File: config.mk
export PLATFORM = sky130hd
export DESIGN_NAME = thumb_subset_execute
export DESIGN_NICKNAME = d
export VERILOG_FILES = /design/src/rtl/thse_pkg.sv /design/src/rtl/thse_regfile.sv /design/src/rtl/thse_alu.sv /design/src/rtl/thse_top_unused_placeholder.sv /design/src/rtl/thse_opsel.sv /design/src/rtl/thumb_subset_execute.sv
export SDC_FILE = /design/constraint.sdc
export NUM_CORES = 1
export LEC_CHECK = 0
export BUFFER_PORTS_ARGS = -buffer_cell sky130_fd_sc_hd__clkbuf_2
export CORE_UTILIZATION = 55
export CTS_CLUSTER_DIAMETER = 50
export DETAILED_ROUTE_END_ITERATION = 7
export MAX_ROUTING_LAYER = met4
export PLACE_DENSITY = 0.73
export SKIP_LAST_GASP = 1
export SLEW_MARGIN = 40
export SYNTH_ARGS = -nofsm -noshare
export SYNTH_HDL_FRONTEND = slang
export SYNTH_SLANG_ARGS = --single-unit
File: constraint.sdc
create_clock -name clock -period 9.51 [get_ports clock]
set_clock_uncertainty 0.2 [all_clocks]
set_input_delay 0 -clock clock [delete_from_list [all_inputs] [get_ports clock]]
set_output_delay 0 -clock clock [all_outputs]
set_load 0.02 [all_outputs]
File: src/rtl/thse_pkg.sv
// Shared types and decode constants for the Thumb subset execute block.
`default_nettype none
package thse_pkg;

   // Decode: top five bits of the first halfword
   localparam logic [4:0] TOP5_ADDSUB = 5'b00011;
   localparam logic [4:0] TOP5_B      = 5'h1C;
   localparam logic [4:0] TOP5_BL     = 5'h1E;

   // Decode: top three bits of the first halfword
   localparam logic [2:0] TOP3_SHIFT  = 3'b000;
   localparam logic [2:0] TOP3_IMM8   = 3'b001;

   // Shift opcodes, bits 12:11
   localparam logic [1:0] SHOP_LSL    = 2'd0;
   localparam logic [1:0] SHOP_LSR    = 2'd1;
   localparam logic [1:0] SHOP_ASR    = 2'd2;
   localparam logic [1:0] SHOP_NONE   = 2'd3;

   // 8-bit immediate opcodes, bits 12:11
   localparam logic [1:0] IMOP_MOV    = 2'd0;
   localparam logic [1:0] IMOP_CMP    = 2'd1;
   localparam logic [1:0] IMOP_ADD    = 2'd2;
   localparam logic [1:0] IMOP_SUB    = 2'd3;

   // Register numbers and masks
   localparam logic [3:0]  LINK_REG_INDEX = 4'd14;
   localparam logic [31:0] TARGET_MASK    = 32'hFFFF_FFFE;
   localparam logic [31:0] LINK_THUMB_BIT = 32'h0000_0001;

   // Flag bit positions
   localparam int FLAG_N = 3;
   localparam int FLAG_Z = 2;
   localparam int FLAG_C = 1;
   localparam int FLAG_V = 0;

   typedef struct packed {
      logic [15:0] first_halfword;
      logic [15:0] second_halfword;
      logic [31:0] pc_value;
   } req_type;

   typedef struct packed {
      logic        branch_taken;
      logic [31:0] branch_target;
      logic        reg_written;
      logic [3:0]  dest_index;
      logic [31:0] dest_value;
      logic [3:0]  flags_nzcv;
      logic        invalid_op;
   } rsp_type;

   // Low register file write port
   typedef struct packed {
      logic        en;
      logic [2:0]  addr;
      logic [31:0] data;
   } wr_type;

endpackage
`default_nettype wire

File: src/rtl/thse_regfile.sv
// Eight low registers with two registered read ports and write-through forwarding.
`default_nettype none
module thse_regfile (
   input  wire logic            clock,
   input  wire logic            reset,
   input  wire logic            rd_en,
   input  wire logic [2:0]      rd_addr_a,
   input  wire logic [2:0]      rd_addr_b,
   input  wire thse_pkg::wr_type wr,
   output logic [31:0]          rd_data_a,
   output logic [31:0]          rd_data_b
);
   import thse_pkg::*;

   logic [31:0] mem [8];
   logic [7:0]  valid_ff;
   logic [31:0] rd_a_ff;
   logic [31:0] rd_b_ff;
   logic [31:0] rd_a_in;
   logic [31:0] rd_b_in;

   // Read with bypass of a same-cycle write; unwritten entries read as zero
   always_comb begin
      rd_a_in = valid_ff[rd_addr_a] ? mem[rd_addr_a] : 32'd0;
      rd_b_in = valid_ff[rd_addr_b] ? mem[rd_addr_b] : 32'd0;
      if (wr.en && wr.addr == rd_addr_a) begin
         rd_a_in = wr.data;
      end
      if (wr.en && wr.addr == rd_addr_b) begin
         rd_b_in = wr.data;
      end
   end

   // Storage and write port
   always_ff @(posedge clock) begin
      if (wr.en) begin
         mem[wr.addr] <= wr.data;
      end
   end

   // Written markers, cleared by reset
   always_ff @(posedge clock) begin
      if (reset) begin
         valid_ff <= '0;
      end else if (wr.en) begin
         valid_ff[wr.addr] <= 1'b1;
      end
   end

   // Registered read data
   always_ff @(posedge clock) begin
      if (rd_en) begin
         rd_a_ff <= rd_a_in;
         rd_b_ff <= rd_b_in;
      end
   end

   assign rd_data_a = rd_a_ff;
   assign rd_data_b = rd_b_ff;

endmodule
`default_nettype wire

File: src/rtl/thse_alu.sv
// Decode and execute of one instruction: shifter, adder and branch target.
`default_nettype none
module thse_alu (
   input  wire thse_pkg::req_type req,
   input  wire logic [31:0]       op_a,
   input  wire logic [31:0]       op_b,
   input  wire logic [3:0]        flags,
   output thse_pkg::rsp_type      rsp,
   output thse_pkg::wr_type       wr
);
   import thse_pkg::*;

   logic [15:0] h1;
   logic [15:0] h2;
   logic [4:0]  top5;
   logic        is_shift;
   logic        is_addsub;
   logic        is_imm8;
   logic        is_b;
   logic        is_bl;
   logic [1:0]  sh_op;
   logic [4:0]  sh_n;
   logic [5:0]  sh_amt;
   logic [32:0] lsl_tmp;
   logic [64:0] rsh_tmp;
   logic        sh_fill;
   logic [31:0] sh_res;
   logic        sh_c;
   logic [31:0] add_x;
   logic [31:0] add_y;
   logic        add_cin;
   logic [32:0] add_sum;
   logic [31:0] add_res;
   logic        add_v;
   logic [31:0] b_off;
   logic [31:0] bl_off;
   logic        bl_s;
   logic [31:0] br_sum;
   logic [1:0]  im_op;

   assign h1   = req.first_halfword;
   assign h2   = req.second_halfword;
   assign top5 = h1[15:11];

   // Instruction class decode
   assign is_shift  = (h1[15:13] == TOP3_SHIFT) && (h1[12:11] != SHOP_NONE);
   assign is_addsub = (top5 == TOP5_ADDSUB);
   assign is_imm8   = (h1[15:13] == TOP3_IMM8);
   assign is_b      = (top5 == TOP5_B);
   assign is_bl     = (top5 == TOP5_BL) && h2[15] && h2[14] && h2[12];

   // Shifter: amount 0 is a copy for LSL and 32 for LSR/ASR
   assign sh_op   = h1[12:11];
   assign sh_n    = h1[10:6];
   assign sh_amt  = (sh_n == 5'd0) ? 6'd32 : {1'b0, sh_n};
   assign sh_fill = (sh_op == SHOP_ASR) && op_a[31];
   assign lsl_tmp = {1'b0, op_a} << sh_n;
   assign rsh_tmp = {{32{sh_fill}}, op_a, 1'b0} >> sh_amt;

   always_comb begin
      if (sh_op == SHOP_LSL) begin
         if (sh_n == 5'd0) begin
            sh_res = op_a;
            sh_c   = flags[FLAG_C];
         end else begin
            sh_res = lsl_tmp[31:0];
            sh_c   = lsl_tmp[32];
         end
      end else begin
         sh_res = rsh_tmp[32:1];
         sh_c   = rsh_tmp[0];
      end
   end

   // Adder operand select: subtract is add of the inverse plus one
   assign im_op = h1[12:11];

   always_comb begin
      if (is_addsub) begin
         add_x   = op_a;
         add_y   = h1[10] ? {29'd0, h1[8:6]} : op_b;
         add_cin = h1[9];
      end else begin
         add_x   = op_a;
         add_y   = {24'd0, h1[7:0]};
         add_cin = (im_op != IMOP_ADD);
      end
      if (add_cin) begin
         add_y = ~add_y;
      end
   end

   assign add_sum = {1'b0, add_x} + {1'b0, add_y} + {32'd0, add_cin};
   assign add_res = add_sum[31:0];
   assign add_v   = ~(add_x[31] ^ add_y[31]) & (add_x[31] ^ add_res[31]);

   // Branch offsets
   assign b_off  = {{20{h1[10]}}, h1[10:0], 1'b0};
   assign bl_s   = h1[10];
   assign bl_off = {{7{bl_s}}, bl_s, ~(h2[13] ^ bl_s), ~(h2[11] ^ bl_s),
                    h1[9:0], h2[10:0], 1'b0};
   assign br_sum = req.pc_value + (is_bl ? bl_off : b_off);

   // Result assembly
   always_comb begin
      rsp            = '0;
      rsp.flags_nzcv = flags;
      wr             = '0;
      if (is_shift) begin
         rsp.reg_written = 1'b1;
         rsp.dest_index  = {1'b0, h1[2:0]};
         rsp.dest_value  = sh_res;
         rsp.flags_nzcv  = {sh_res[31], sh_res == 32'd0, sh_c, flags[FLAG_V]};
      end else if (is_addsub) begin
         rsp.reg_written = 1'b1;
         rsp.dest_index  = {1'b0, h1[2:0]};
         rsp.dest_value  = add_res;
         rsp.flags_nzcv  = {add_res[31], add_res == 32'd0, add_sum[32], add_v};
      end else if (is_imm8) begin
         if (im_op == IMOP_MOV) begin
            // zero-extended immediate is never negative
            rsp.flags_nzcv = {1'b0, h1[7:0] == 8'd0, flags[FLAG_C], flags[FLAG_V]};
            rsp.dest_value = {24'd0, h1[7:0]};
         end else begin
            rsp.flags_nzcv = {add_res[31], add_res == 32'd0, add_sum[32], add_v};
            rsp.dest_value = add_res;
         end
         // compare only updates the flags
         if (im_op == IMOP_CMP) begin
            rsp.dest_value = 32'd0;
         end else begin
            rsp.reg_written = 1'b1;
            rsp.dest_index  = {1'b0, h1[10:8]};
         end
      end else if (is_b) begin
         rsp.branch_taken  = 1'b1;
         rsp.branch_target = br_sum & TARGET_MASK;
      end else if (is_bl) begin
         rsp.branch_taken  = 1'b1;
         rsp.branch_target = br_sum & TARGET_MASK;
         rsp.reg_written   = 1'b1;
         rsp.dest_index    = LINK_REG_INDEX;
         rsp.dest_value    = req.pc_value | LINK_THUMB_BIT;
      end else begin
         rsp.invalid_op = 1'b1;
      end
      // link register writes never reach the low register file
      wr.en   = rsp.reg_written && !rsp.dest_index[3];
      wr.addr = rsp.dest_index[2:0];
      wr.data = rsp.dest_value;
   end

endmodule
`default_nettype wire

File: src/rtl/thse_top_unused_placeholder.sv
// Operand address select for the low register file read ports.
`default_nettype none
module thse_opsel (
   input  wire logic [15:0] first_halfword,
   output logic [2:0]       addr_a,
   output logic [2:0]       addr_b
);
   import thse_pkg::*;

   // Port A: 8-bit immediate forms read Rd/Rn from bits 10:8, the rest from bits 5:3
   assign addr_a = (first_halfword[15:13] == TOP3_IMM8) ? first_halfword[10:8]
                                                        : first_halfword[5:3];
   assign addr_b = first_halfword[8:6];

endmodule
`default_nettype wire

File: src/rtl/thse_opsel.sv
// Handshake checks on the two channels of the Thumb subset execute block.
`default_nettype none
module thse_opsel_chk (
   input  wire logic        clock,
   input  wire logic        reset,
   input  wire logic        req_valid,
   input  wire logic        req_stall,
   input  wire logic        rsp_valid,
   input  wire logic        rsp_stall
);
`ifndef SYNTHESIS
   // Port-level checks on the two channels
   a_rsp_hold: assert property (@(posedge clock) disable iff (reset)
      rsp_valid && rsp_stall |=> rsp_valid)
      else $error("result item dropped while stalled");
   a_req_flow: assert property (@(posedge clock) disable iff (reset)
      req_valid && !req_stall && !rsp_stall |=> ##1 rsp_valid)
      else $error("accepted item did not reach the result port");
   a_req_stall_cause: assert property (@(posedge clock) disable iff (reset)
      req_stall |-> rsp_valid && rsp_stall)
      else $error("input stalled without a waiting result");
`endif
endmodule
`default_nettype wire

File: src/rtl/thumb_subset_execute.sv
// Top level of the Thumb subset execute block.
`default_nettype none
// Executes one Thumb instruction per item from a small subset (shifts by immediate,
// add/subtract, 8-bit immediate MOV/CMP/ADD/SUB, B and BL) against eight low
// registers and the NZCV flags. Throughput is one item per cycle while the result side
// does not stall. The low register file is read through its two registered ports as an
// item is accepted, so the item and its operands sit together in the input stage; the
// shifter, adder and branch adder then load the result register and write back the
// register file and flags at the same edge. A result therefore passes from the input
// stage into the result register before it is presented; register results of the preceding
// item are bypassed into the read ports, so dependent instructions run back to back. A stall
// on the result side holds both stages; the input side stalls only when the input stage cannot move on.
module thumb_subset_execute (
   input  wire logic              clock,
   input  wire logic              reset,
   input  wire logic              req_valid,
   output logic                   req_stall,
   input  wire thse_pkg::req_type req_payload,
   output logic                   rsp_valid,
   input  wire logic              rsp_stall,
   output thse_pkg::rsp_type      rsp_payload
);
   import thse_pkg::*;

   logic        in_valid_ff;
   req_type     in_ff;
   logic        out_valid_ff;
   rsp_type     out_ff;
   logic [3:0]  flags_ff;
   logic        advance;
   logic        accept;
   logic [2:0]  addr_a;
   logic [2:0]  addr_b;
   logic [31:0] op_a;
   logic [31:0] op_b;
   rsp_type     rsp_in;
   wr_type      wr;

   // Handshake
   assign advance   = in_valid_ff && (!out_valid_ff || !rsp_stall);
   assign req_stall = in_valid_ff && !advance;
   assign accept    = req_valid && !req_stall;

   thse_opsel u_opsel (
      .first_halfword (req_payload.first_halfword),
      .addr_a         (addr_a),
      .addr_b         (addr_b)
   );

   thse_regfile u_regfile (
      .clock     (clock),
      .reset     (reset),
      .rd_en     (accept),
      .rd_addr_a (addr_a),
      .rd_addr_b (addr_b),
      .wr        (advance ? wr : '0),
      .rd_data_a (op_a),
      .rd_data_b (op_b)
   );

   thse_alu u_alu (
      .req   (in_ff),
      .op_a  (op_a),
      .op_b  (op_b),
      .flags (flags_ff),
      .rsp   (rsp_in),
      .wr    (wr)
   );

   thse_opsel_chk u_chk (
      .clock     (clock),
      .reset     (reset),
      .req_valid (req_valid),
      .req_stall (req_stall),
      .rsp_valid (rsp_valid),
      .rsp_stall (rsp_stall)
   );

   // Operand stage
   always_ff @(posedge clock) begin
      if (reset) begin
         in_valid_ff <= 1'b0;
      end else if (accept) begin
         in_valid_ff <= 1'b1;
      end else if (advance) begin
         in_valid_ff <= 1'b0;
      end
   end

   always_ff @(posedge clock) begin
      if (accept) begin
         in_ff <= req_payload;
      end
   end

   // Execute stage: result register and flags
   always_ff @(posedge clock) begin
      if (reset) begin
         out_valid_ff <= 1'b0;
         flags_ff     <= '0;
      end else begin
         if (advance) begin
            out_valid_ff <= 1'b1;
            flags_ff     <= rsp_in.flags_nzcv;
         end else if (!rsp_stall) begin
            out_valid_ff <= 1'b0;
         end
      end
   end

   always_ff @(posedge clock) begin
      if (advance) begin
         out_ff <= rsp_in;
      end
   end

   assign rsp_valid   = out_valid_ff;
   assign rsp_payload = out_ff;

`ifndef SYNTHESIS
   a_flags_track: assert property (@(posedge clock) disable iff (reset)
      !$past(reset) && $past(advance) |-> rsp_payload.flags_nzcv == flags_ff)
      else $error("reported flags differ from flag register");
   a_invalid_quiet: assert property (@(posedge clock) disable iff (reset)
      rsp_valid && rsp_payload.invalid_op |->
         !rsp_payload.reg_written && !rsp_payload.branch_taken)
      else $error("invalid item had side effects");
   a_link_only_bl: assert property (@(posedge clock) disable iff (reset)
      rsp_valid && rsp_payload.reg_written && rsp_payload.dest_index[3] |->
         rsp_payload.branch_taken && rsp_payload.dest_index == LINK_REG_INDEX)
      else $error("link register written outside branch with link");
   a_stall_hold: assert property (@(posedge clock) disable iff (reset)
      in_valid_ff && !advance |=> in_valid_ff && $stable(in_ff))
      else $error("operand stage lost an item");
`endif

endmodule
`default_nettype wire

==> metrics.csv, run 1 <==
stage,metric,value,unit
floorplanning,die extent in y,230,um
logic_synthesis,number of standard cells after synthesis,2639,
logic_synthesis,top area cells in the synthesized netlist,"sky130_fd_sc_hd__edfxtp_1 48%, sky130_fd_sc_hd__mux4_2 9.6%, sky130_fd_sc_hd__nand2_1 5.8%, sky130_fd_sc_hd__nor2_1 3.0%, sky130_fd_sc_hd__ha_1 2.8%",
power,switching share of power,0.297,
final_layout,final standard cell area without fillers,33100,sq um
clock_tree,setup repair bufs after CTS,0,
logic_synthesis,number of enable flip-flop cells after synthesis,457,
worst_setup_path,launch point of the critical path,in_ff[61],
sta,final critical-path share of the clock period,0.684,
final_layout,highest-count cells in the layout ignoring fill and taps,"457 x sky130_fd_sc_hd__edfxtp_1, 442 x sky130_fd_sc_hd__nand2_1, 218 x sky130_fd_sc_hd__nor2_1",
placed_design,post-DP HPWL,65.1,mm
logic_synthesis,primary flip-flop cell chosen by synthesis mapping,sky130_fd_sc_hd__edfxtp_1,
logic_synthesis,register area share after synthesis,0.491,
sta,slew of the pin with the lowest slew margin,0.928,ns
worst_setup_path,critical path data required time,9.66,ns
worst_setup_path,CP max stage delay,0.78,ns
clock_tree,total clock buffers created by CTS,52,
hold_path,worst hold path class,input port to flip-flop,
drt,Met1 Wirelength,37.3,mm
logic_synthesis,Mapped Avg Cell Area,10.8,sq um
power,P per Cell Area,167,nW/um^2
floorplanning,die area,52800,sq um
drt,routed vias,24161,
worst_setup_path,startpoint class of the critical path,flip-flop,
drt,first-pass detailed-route iteration total,6,
global_routing,largest net degree at the start of global routing,74,
power,sequential cell fraction of total power,0.433,
sta,Setup-failing EPs final,0,
floorplanning,std cell rows,83,
drt,number of vias per cell,6.78,
worst_setup_path,slowest library cell on the worst path,sky130_fd_sc_hd__a222oi_1,
worst_setup_path,crit end category,flip-flop,
sta,max frequency,154,MHz
power,switching power total,0.00165,W
worst_setup_path,cell occurring most often along the worst timing path,sky130_fd_sc_hd__nand2_1,
global_routing,wire length of the first global-routing pass,149,mm
clock_tree,clock tree from TritonCTS,yes,
logic_synthesis,netlist area before placement,28500,sq um
worst_setup_path,count of buffer and inverter cells on the critical path,3,
logic_synthesis,number of nets in the synthesized netlist,2772,
worst_setup_path,maximum net fanout on the critical path,24,
run_status,run status,finished clean,
logic_synthesis,"Distinct cells, synth",84,
logic_synthesis,proportion of synthesized flip-flops having asynchronous set or reset,0,
sta,max-slew violation count,0,
sta,setup repair after global routing missed its margin,false,
drt,drt first-iter violations,3177,
drt,amount of wire on met3 after detailed routing,11.7,mm
logic_synthesis,yosys warns,0,
worst_setup_path,worst reg2reg path startpoint,in_ff[61],
floorplanning,Core Region,51300,sq um
clock_tree,number of levels the H-tree was split into,2,
worst_setup_path,"Critical Path, Cell by Cell","nor3_4, nand2_1, nor2_1, buf_4, nand2_1, xnor2_1, ha_1, nand4_1, or2_2, nor4_1, a211oi_2, o21a_1, o211ai_1, a21oi_1, xnor2_1, a222oi_1, inv_1, nand2_1, inv_1",
floorplanning,count of pins on the block boundary,145,
placed_design,routability congestion estimate from global placement,1.08,
logic_synthesis,portion of synthesized cell area occupied by the leading cell type,0.481,
worst_setup_path,cell family with the largest share of critical-path delay,simple AND/OR/NAND/NOR gates,
worst_setup_path,crit path DAT,6.65,ns
run,max capacitance violation total,0,
clock_tree,post-CTS clock slew at the launch and capture registers of the worst setup and hold paths,0.06,ns
power,leakage dissipation,12.5,nW
placed_design,input/output buffers,142,
sta,Total Negative Setup Slacks,0,ns
clock_tree,buffer cell driving the clock tree root,sky130_fd_sc_hd__clkbuf_16,
placed_design,Inst Count DP,3339,
power,Logic pwr share,0.201,
global_routing,number of antenna violations at the first check in global routing,0,
floorplanning,initial core utilization,0.556,
drt,aggregate routed wire length,101,mm
global_routing,vias in the first global route,23781,
sta,worst slew margin relative to its limit,0.382,
drt,DR WL/cell,28.4,um
power,proportion of power drawn by the clock network,0.366,
placed_design,placed inst area,30000,sq um
drt,remaining number of nets flagged by the antenna check after routing,0,
drt,routed wire length on met2,46.0,mm
power,cell internal pwr,0.00390,W
final_layout,Layout Area Growth over Synthesis,16.1,%
worst_setup_path,class of the most critical setup path,flip-flop to flip-flop,
logic_synthesis,"FF+latch count, synth",471,
drt,total DRC errors in the routed layout,0,
floorplanning,Die Span X,230,um
sta,final hold viol count,0,
final_layout,Non-Filler Instances,3565,
clock_tree,Worst-Skew Late Latency,0.64,ns
final_layout,utilization of the core after routing,0.645,
global_routing,GR Util All Layers,0.392,
final_layout,number of nets in the layout,2978,
final_layout,layout cells sized above 1,0.170,
sta,final critical-path required period,6.50,ns
clock_tree,"buffers from clock root to sink, at most",3,
drt,uppermost layer routed,met4,
final_layout,most frequent standard cell in the layout excluding fill and tap cells,sky130_fd_sc_hd__edfxtp_1,
logic_synthesis,"area leader, netlist",sky130_fd_sc_hd__edfxtp_1,
final_layout,diode insertion count for antenna repair,0,
clock_tree,sink count of the clock tree,471,
global_routing,final global-route overflow total,0,
hold_path,HP Start,reset,
power,Worst VDD drop,0.000169,V
[registers in the layout, indices dropped and copies added (netlist names)]
register / cells
u_regfile.mem: 256
u_regfile.rd_data_a: 32
in_valid_ff: 1
u_regfile.valid_ff: 8
flags_ff: 4
in_ff: 63
u_regfile.rd_data_b: 32
rsp_valid: 1
rsp_payload: 74
[area by class of cell]
class                   instances  area [sq um]
repair buffers                340          2590
inverters                      58           220
clock inverters                36           369
multi-input cells            1922         13700
well taps                     680           851
fillers                      3881         18200
clock buffers                  58          1350
flip-flops and latches        471         14000
[worst register-to-register path, stage by stage (launching register included)]
cell and delay (ns):
sky130_fd_sc_hd__edfxtp_1 0.54, sky130_fd_sc_hd__nor3_4 0.42, sky130_fd_sc_hd__nand2_1 0.49, sky130_fd_sc_hd__nor2_1 0.22
sky130_fd_sc_hd__buf_4 0.28, sky130_fd_sc_hd__nand2_1 0.11, sky130_fd_sc_hd__xnor2_1 0.13, sky130_fd_sc_hd__ha_1 0.54
sky130_fd_sc_hd__nand4_1 0.23, sky130_fd_sc_hd__or2_2 0.34, sky130_fd_sc_hd__nor4_1 0.37, sky130_fd_sc_hd__a211oi_2 0.16
sky130_fd_sc_hd__o21a_1 0.23, sky130_fd_sc_hd__o211ai_1 0.24, sky130_fd_sc_hd__a21oi_1 0.15, sky130_fd_sc_hd__xnor2_1 0.18
sky130_fd_sc_hd__a222oi_1 0.78, sky130_fd_sc_hd__inv_1 0.27, sky130_fd_sc_hd__nand2_1 0.19, sky130_fd_sc_hd__inv_1 0.15
[metal layers]
layer | track usage | vias to the layer above
li1 | - | 10422
met1 | 0.495 | 11662
met2 | 0.592 | 1743
met3 | 0.0802 | 334
met4 | 0.219 | 0
met5 | - | -
[power groups by stage]
stage | Combinational (W) | Sequential [W] | Clock, W
CTS | 0.00108 | 0.00240 | 0.00204
finish | 0.00112 | 0.00240 | 0.00203
global placement | 0.00102 | 0.00244 | 0
global route | 0.00118 | 0.00240 | 0.00212
detailed placement | 0.00103 | 0.00244 | 0
floorplan | 0.000694 | 0.00243 | 0
[metrics by stage]
step / hold slack, ns / total power, W / setup slack [ns]
after floorplan: -0.128 / 0.00313 / 2.45
after global placement: -0.0215 / 0.00345 / 3.23
after detailed placement: -0.0209 / 0.00347 / 3.23
after CTS: 0.135 / 0.00551 / 3.15
after global routing: 0.168 / 0.00570 / 2.82
final: 0.180 / 0.00554 / 3.01
[cells in the mapped netlist, types with 15 or more instances]
cell type	number
sky130_fd_sc_hd__nand2b_1	15
sky130_fd_sc_hd__mux4_2	122
sky130_fd_sc_hd__clkbuf_1	121
sky130_fd_sc_hd__xnor2_1	64
sky130_fd_sc_hd__a311oi_1	38
sky130_fd_sc_hd__o21ai_0	108
sky130_fd_sc_hd__a221oi_1	21
sky130_fd_sc_hd__inv_1	56
sky130_fd_sc_hd__and3_1	42
sky130_fd_sc_hd__a31oi_1	56
sky130_fd_sc_hd__o31ai_1	23
sky130_fd_sc_hd__nand3_1	103
sky130_fd_sc_hd__buf_2	19
sky130_fd_sc_hd__or3_1	24
sky130_fd_sc_hd__mux2_2	19
sky130_fd_sc_hd__a21o_1	54
sky130_fd_sc_hd__o21a_1	15
sky130_fd_sc_hd__nor2_1	228
sky130_fd_sc_hd__edfxtp_1	457
sky130_fd_sc_hd__xor2_1	22
sky130_fd_sc_hd__a21oi_1	118
sky130_fd_sc_hd__o22ai_1	24
sky130_fd_sc_hd__nor3_1	33
sky130_fd_sc_hd__mux2i_1	73
sky130_fd_sc_hd__buf_1	41
sky130_fd_sc_hd__nand2_1	443
sky130_fd_sc_hd__ha_1	63
[kinds of logic after synthesis]
family / Yosys count / share of synthesized area
fa+ha+maj: 66 / 0.0294
compound gates: 575 / 0.135
other cells: 1 / 0.000132
buf+inv: 246 / 0.0348
xor+xnor: 86 / 0.0264
flops: 471 / 0.491
mux: 214 / 0.129
simple gates: 980 / 0.153
[final timing paths]
kind | to | slack (ns) | cells after the start
setup reg to reg | u_regfile.mem[6][28] | 3.01 | 19
hold reg to reg | u_regfile.valid_ff[6] | 0.31 | 2
hold / removal | u_regfile.valid_ff[7] | 0.18 | 3
setup / recovery | u_regfile.mem[6][28] | 3.01 | 19
[timing repair]
| action | CTS | global route |
|---|---|---|
| hold buffers | 131 | 0 |
| resized for setup | 0 | 0 |
| endpoints found under the hold margin | 140 | 0 |
(Power assumes the default switching activity.)
==> run 2: changes to the inputs <==
==> constraint.sdc (replaced) <==
create_clock -name clock -period 6.42 [get_ports clock]
set_clock_uncertainty 0.2 [all_clocks]
set_input_delay 0 -clock clock [delete_from_list [all_inputs] [get_ports clock]]
set_output_delay 0 -clock clock [all_outputs]
set_load 0.02 [all_outputs]
==> run 2 against run 1 <==
Effect of this change:
- sequential share of layout area down 0.20 points
- critical endpoint is now rsp_payload[73]
- combinational power is 46% higher
- first-iteration DRC count down 3.9%
==> metrics.csv, run 2 (synthesis results as in run 1) <==
stage,metric,value,unit,change
run_status,run status,finished clean,,
worst_setup_path,crit end category,flip-flop,,
worst_setup_path,CP max stage delay,0.66,ns,-0.12 ns
final_layout,FILL cells,3876,,-0.13%
drt,total DRC errors in the routed layout,0,,unchanged
final_layout,Layout Area Growth over Synthesis,16.7,%,
drt,first-pass detailed-route iteration total,6,,unchanged
placed_design,input/output buffers,142,,unchanged
drt,aggregate routed wire length,102,mm,+1.3%
clock_tree,buffer cell driving the clock tree root,sky130_fd_sc_hd__clkbuf_16,,
worst_setup_path,launch point of the critical path,in_ff[60],,
worst_setup_path,critical path data required time,6.68,ns,-2.98 ns
global_routing,GR Util All Layers,0.395,,+0.00296
run,max capacitance violation total,0,,unchanged
worst_setup_path,total stage count of the critical path,19,,unchanged
placed_design,placed inst area,30200,sq um,+0.39%
worst_setup_path,maximum net fanout on the critical path,12,,-50%
power,leakage dissipation,12.5,nW,+0.61%
sta,max frequency,168,MHz,+9.1%
drt,remaining number of nets flagged by the antenna check after routing,0,,unchanged
final_layout,final standard cell area without fillers,33300,sq um,+0.48%
clock_tree,Worst-Skew Late Latency,0.65,ns,about the same
final_layout,flip-flop count of the largest register after layout,256,,unchanged
clock_tree,clock tree from TritonCTS,yes,,
power,cell internal pwr,0.00580,W,+49%
placed_design,post-DP HPWL,67.5,mm,+3.6%
sta,final hold viol count,0,,unchanged
power,P per Cell Area,249,nW/um^2,+49%
global_routing,number of antenna violations at the first check in global routing,1,,+1
global_routing,final global-route overflow total,0,,unchanged
hold_path,worst hold path class,input port to flip-flop,,
worst_setup_path,class of the most critical setup path,flip-flop to flip-flop,,
sta,final critical-path required period,5.96,ns,-0.544 ns
worst_setup_path,end of the critical path,rsp_payload[73],,
worst_setup_path,worst reg2reg path startpoint,in_ff[60],,
worst_setup_path,cell family with the largest share of critical-path delay,compound AO/OA/AOI/OAI gates,,
final_layout,most frequent standard cell in the layout excluding fill and tap cells,sky130_fd_sc_hd__edfxtp_1,,
power,Logic pwr share,0.198,,-0.003
drt,drt first-iter violations,3054,,-3.9%
clock_tree,setup repair bufs after CTS,0,,unchanged
final_layout,layout cells sized above 1,0.173,,+0.00359
worst_setup_path,"Critical Path, Cell by Cell","and2b_1, nand4_1, nor2_4, mux2_2, ha_1, inv_1, fa_1, nor2b_1, o21ai_0, a21boi_0, o41ai_1, a21o_1, a21o_1, a21oi_1, o31ai_1, a211o_1, a31oi_1, or3_1, a21oi_1",,
floorplanning,initial core utilization,0.556,,unchanged
worst_setup_path,slowest library cell on the worst path,sky130_fd_sc_hd__edfxtp_1,,
global_routing,largest net degree at the start of global routing,133,,+80%
worst_setup_path,R2R Setup Slk,0.46,ns,-2.55 ns
power,sequential cell fraction of total power,0.432,,about the same
floorplanning,die area,52800,sq um,unchanged
final_layout,number of nets in the layout,2995,,+0.57%
worst_setup_path,depth of the most critical reg-to-reg path,19,,unchanged
worst_setup_path,reg2reg end,rsp_payload[73],,
final_layout,Reg area,14000,sq um,unchanged
power,Worst VDD drop,0.000340,V,+100%
floorplanning,Core Region,51300,sq um,unchanged
sta,Total Negative Setup Slacks,0,ns,unchanged
worst_setup_path,crit path DAT,6.22,ns,-0.43 ns
drt,routed vias,24555,,+1.6%
clock_tree,"buffers from clock root to sink, at most",3,,unchanged
clock_tree,cells resized by post-CTS repair,0,,unchanged
clock_tree,post-CTS clock slew at the launch and capture registers of the worst setup and hold paths,0.07,ns,about the same
clock_tree,sink count of the clock tree,471,,unchanged
sta,final critical-path share of the clock period,0.928,,+0.244
clock_tree,total clock buffers created by CTS,55,,+5.8%
power,switching power total,0.00248,W,+50%
floorplanning,count of pins on the block boundary,145,,unchanged
sta,slew of the pin with the lowest slew margin,0.939,ns,+0.0109 ns
worst_setup_path,startpoint class of the critical path,flip-flop,,
floorplanning,Die Span X,230,um,unchanged
final_layout,largest reg by FF count,u_regfile.mem,,
drt,DR WL/cell,28.6,um,+0.65%
final_layout,highest-count cells in the layout ignoring fill and taps,"457 x sky130_fd_sc_hd__edfxtp_1, 442 x sky130_fd_sc_hd__nand2_1, 220 x sky130_fd_sc_hd__nor2_1",,
global_routing,wire length of the first global-routing pass,150,mm,+0.40%
worst_setup_path,count of buffer and inverter cells on the critical path,1,,-2
sta,setup repair after global routing missed its margin,false,,
final_layout,area of the multi-input gates,13700,sq um,-0.19%
floorplanning,die extent in y,230,um,unchanged
global_routing,vias in the first global route,23334,,-1.9%
placed_design,routability congestion estimate from global placement,1.09,,+1.0%
sta,Setup-failing EPs final,0,,unchanged
floorplanning,std cell rows,83,,unchanged
sta,max-slew violation count,0,,unchanged
clock_tree,number of levels the H-tree was split into,2,,unchanged
power,switching share of power,0.299,,+0.00214
drt,number of vias per cell,6.85,,+1.0%
power,proportion of power drawn by the clock network,0.370,,+0.004
sta,worst slew margin relative to its limit,0.372,,-0.00961
run 2: cell count changes in the layout (fill, tap and decap cells not counted), moves of 3 or more:
| cell | change |
|---|---|
| sky130_fd_sc_hd__buf_6 | -3 |
| sky130_fd_sc_hd__clkinvlp_4 | +4 |
| sky130_fd_sc_hd__buf_4 | +17 |
| sky130_fd_sc_hd__nor2_2 | -3 |
| sky130_fd_sc_hd__clkbuf_1 | +4 |
| sky130_fd_sc_hd__inv_6 | +3 |
run 2: worst register-to-register path, cell delays in order (launching register included):
cell                       delay (ns)
sky130_fd_sc_hd__edfxtp_1        0.66
sky130_fd_sc_hd__and2b_1         0.32
sky130_fd_sc_hd__nand4_1         0.46
sky130_fd_sc_hd__nor2_4          0.35
sky130_fd_sc_hd__mux2_2          0.36
sky130_fd_sc_hd__ha_1            0.20
sky130_fd_sc_hd__inv_1           0.08
sky130_fd_sc_hd__fa_1            0.20
sky130_fd_sc_hd__nor2b_1         0.07
sky130_fd_sc_hd__o21ai_0         0.28
sky130_fd_sc_hd__a21boi_0        0.21
sky130_fd_sc_hd__o41ai_1         0.55
sky130_fd_sc_hd__a21o_1          0.23
sky130_fd_sc_hd__a21o_1          0.18
sky130_fd_sc_hd__a21oi_1         0.08
sky130_fd_sc_hd__o31ai_1         0.56
sky130_fd_sc_hd__a211o_1         0.23
sky130_fd_sc_hd__a31oi_1         0.09
sky130_fd_sc_hd__or3_1           0.31
sky130_fd_sc_hd__a21oi_1         0.14
run 2: timing repair:
| action | 4_1_cts | 5_1_grt |
|---|---|---|
| endpoints found under the setup margin | 0 | 0 |
| hold buffers | 130 | 0 |
| endpoints found under the hold margin | 101 | 0 |
run 2: area by class of cell:
cell class	instances	area share
diodes	1	0.0000752
clock buffers	64	0.0424
clock inverters	37	0.0111
inverters	58	0.00662
multi-input cells	1922	0.412
flip-flops and latches	471	0.421
well taps	680	0.0256
repair buffers	354	0.0814
run 2: per-layer routing:
| metal | track usage | part of all wire |
|---|---|---|
| met1 | 0.506 | 0.38 |
| met2 | 0.595 | 0.45 |
| met3 | 0.0838 | 0.11 |
| met4 | 0.201 | 0.058 |
| met5 | - | 0 |
run 2: through the flow:
stage | hold WS, ns | utilization | cells | total power, W | setup slack (ns)
floorplan | -0.128 | - | 2639 | 0.00463 | 1.05
global placement | -0.0221 | 0.586 | 3349 | 0.00513 | 0.739
finish | 0.146 | 0.648 | 3587 | 0.00828 | 0.460
CTS | 0.136 | 0.648 | 3584 | 0.00824 | 0.535
detailed placement | -0.0213 | 0.588 | 3353 | 0.00515 | 0.597
global route | 0.184 | 0.648 | 3587 | 0.00852 | 0.168
run 2: how the worst min path moves through the flow:
stage	start	endpoint	slack, ns	depth (start not counted)
final	reset	flags_ff[0]	0.15	3
after global routing	reset	u_regfile.valid_ff[4]	0.18	3
after CTS	reset	flags_ff[0]	0.14	3
after detailed placement	req_payload[25]	in_ff[25]	-0.02	1
after global placement	req_payload[47]	in_ff[47]	-0.02	1
after floorplan	reset	flags_ff[0]	-0.13	1
run 2: power by group through the flow:
stage          combinational [W]  sequential, W  clock, W
6_report                 0.00164        0.00358   0.00306
5_1_grt                  0.00174        0.00358   0.00320
4_1_cts                  0.00159        0.00357   0.00308
2_1_floorplan            0.00103        0.00360         0
3_5_place_dp             0.00152        0.00363         0
3_3_place_gp             0.00150        0.00363         0
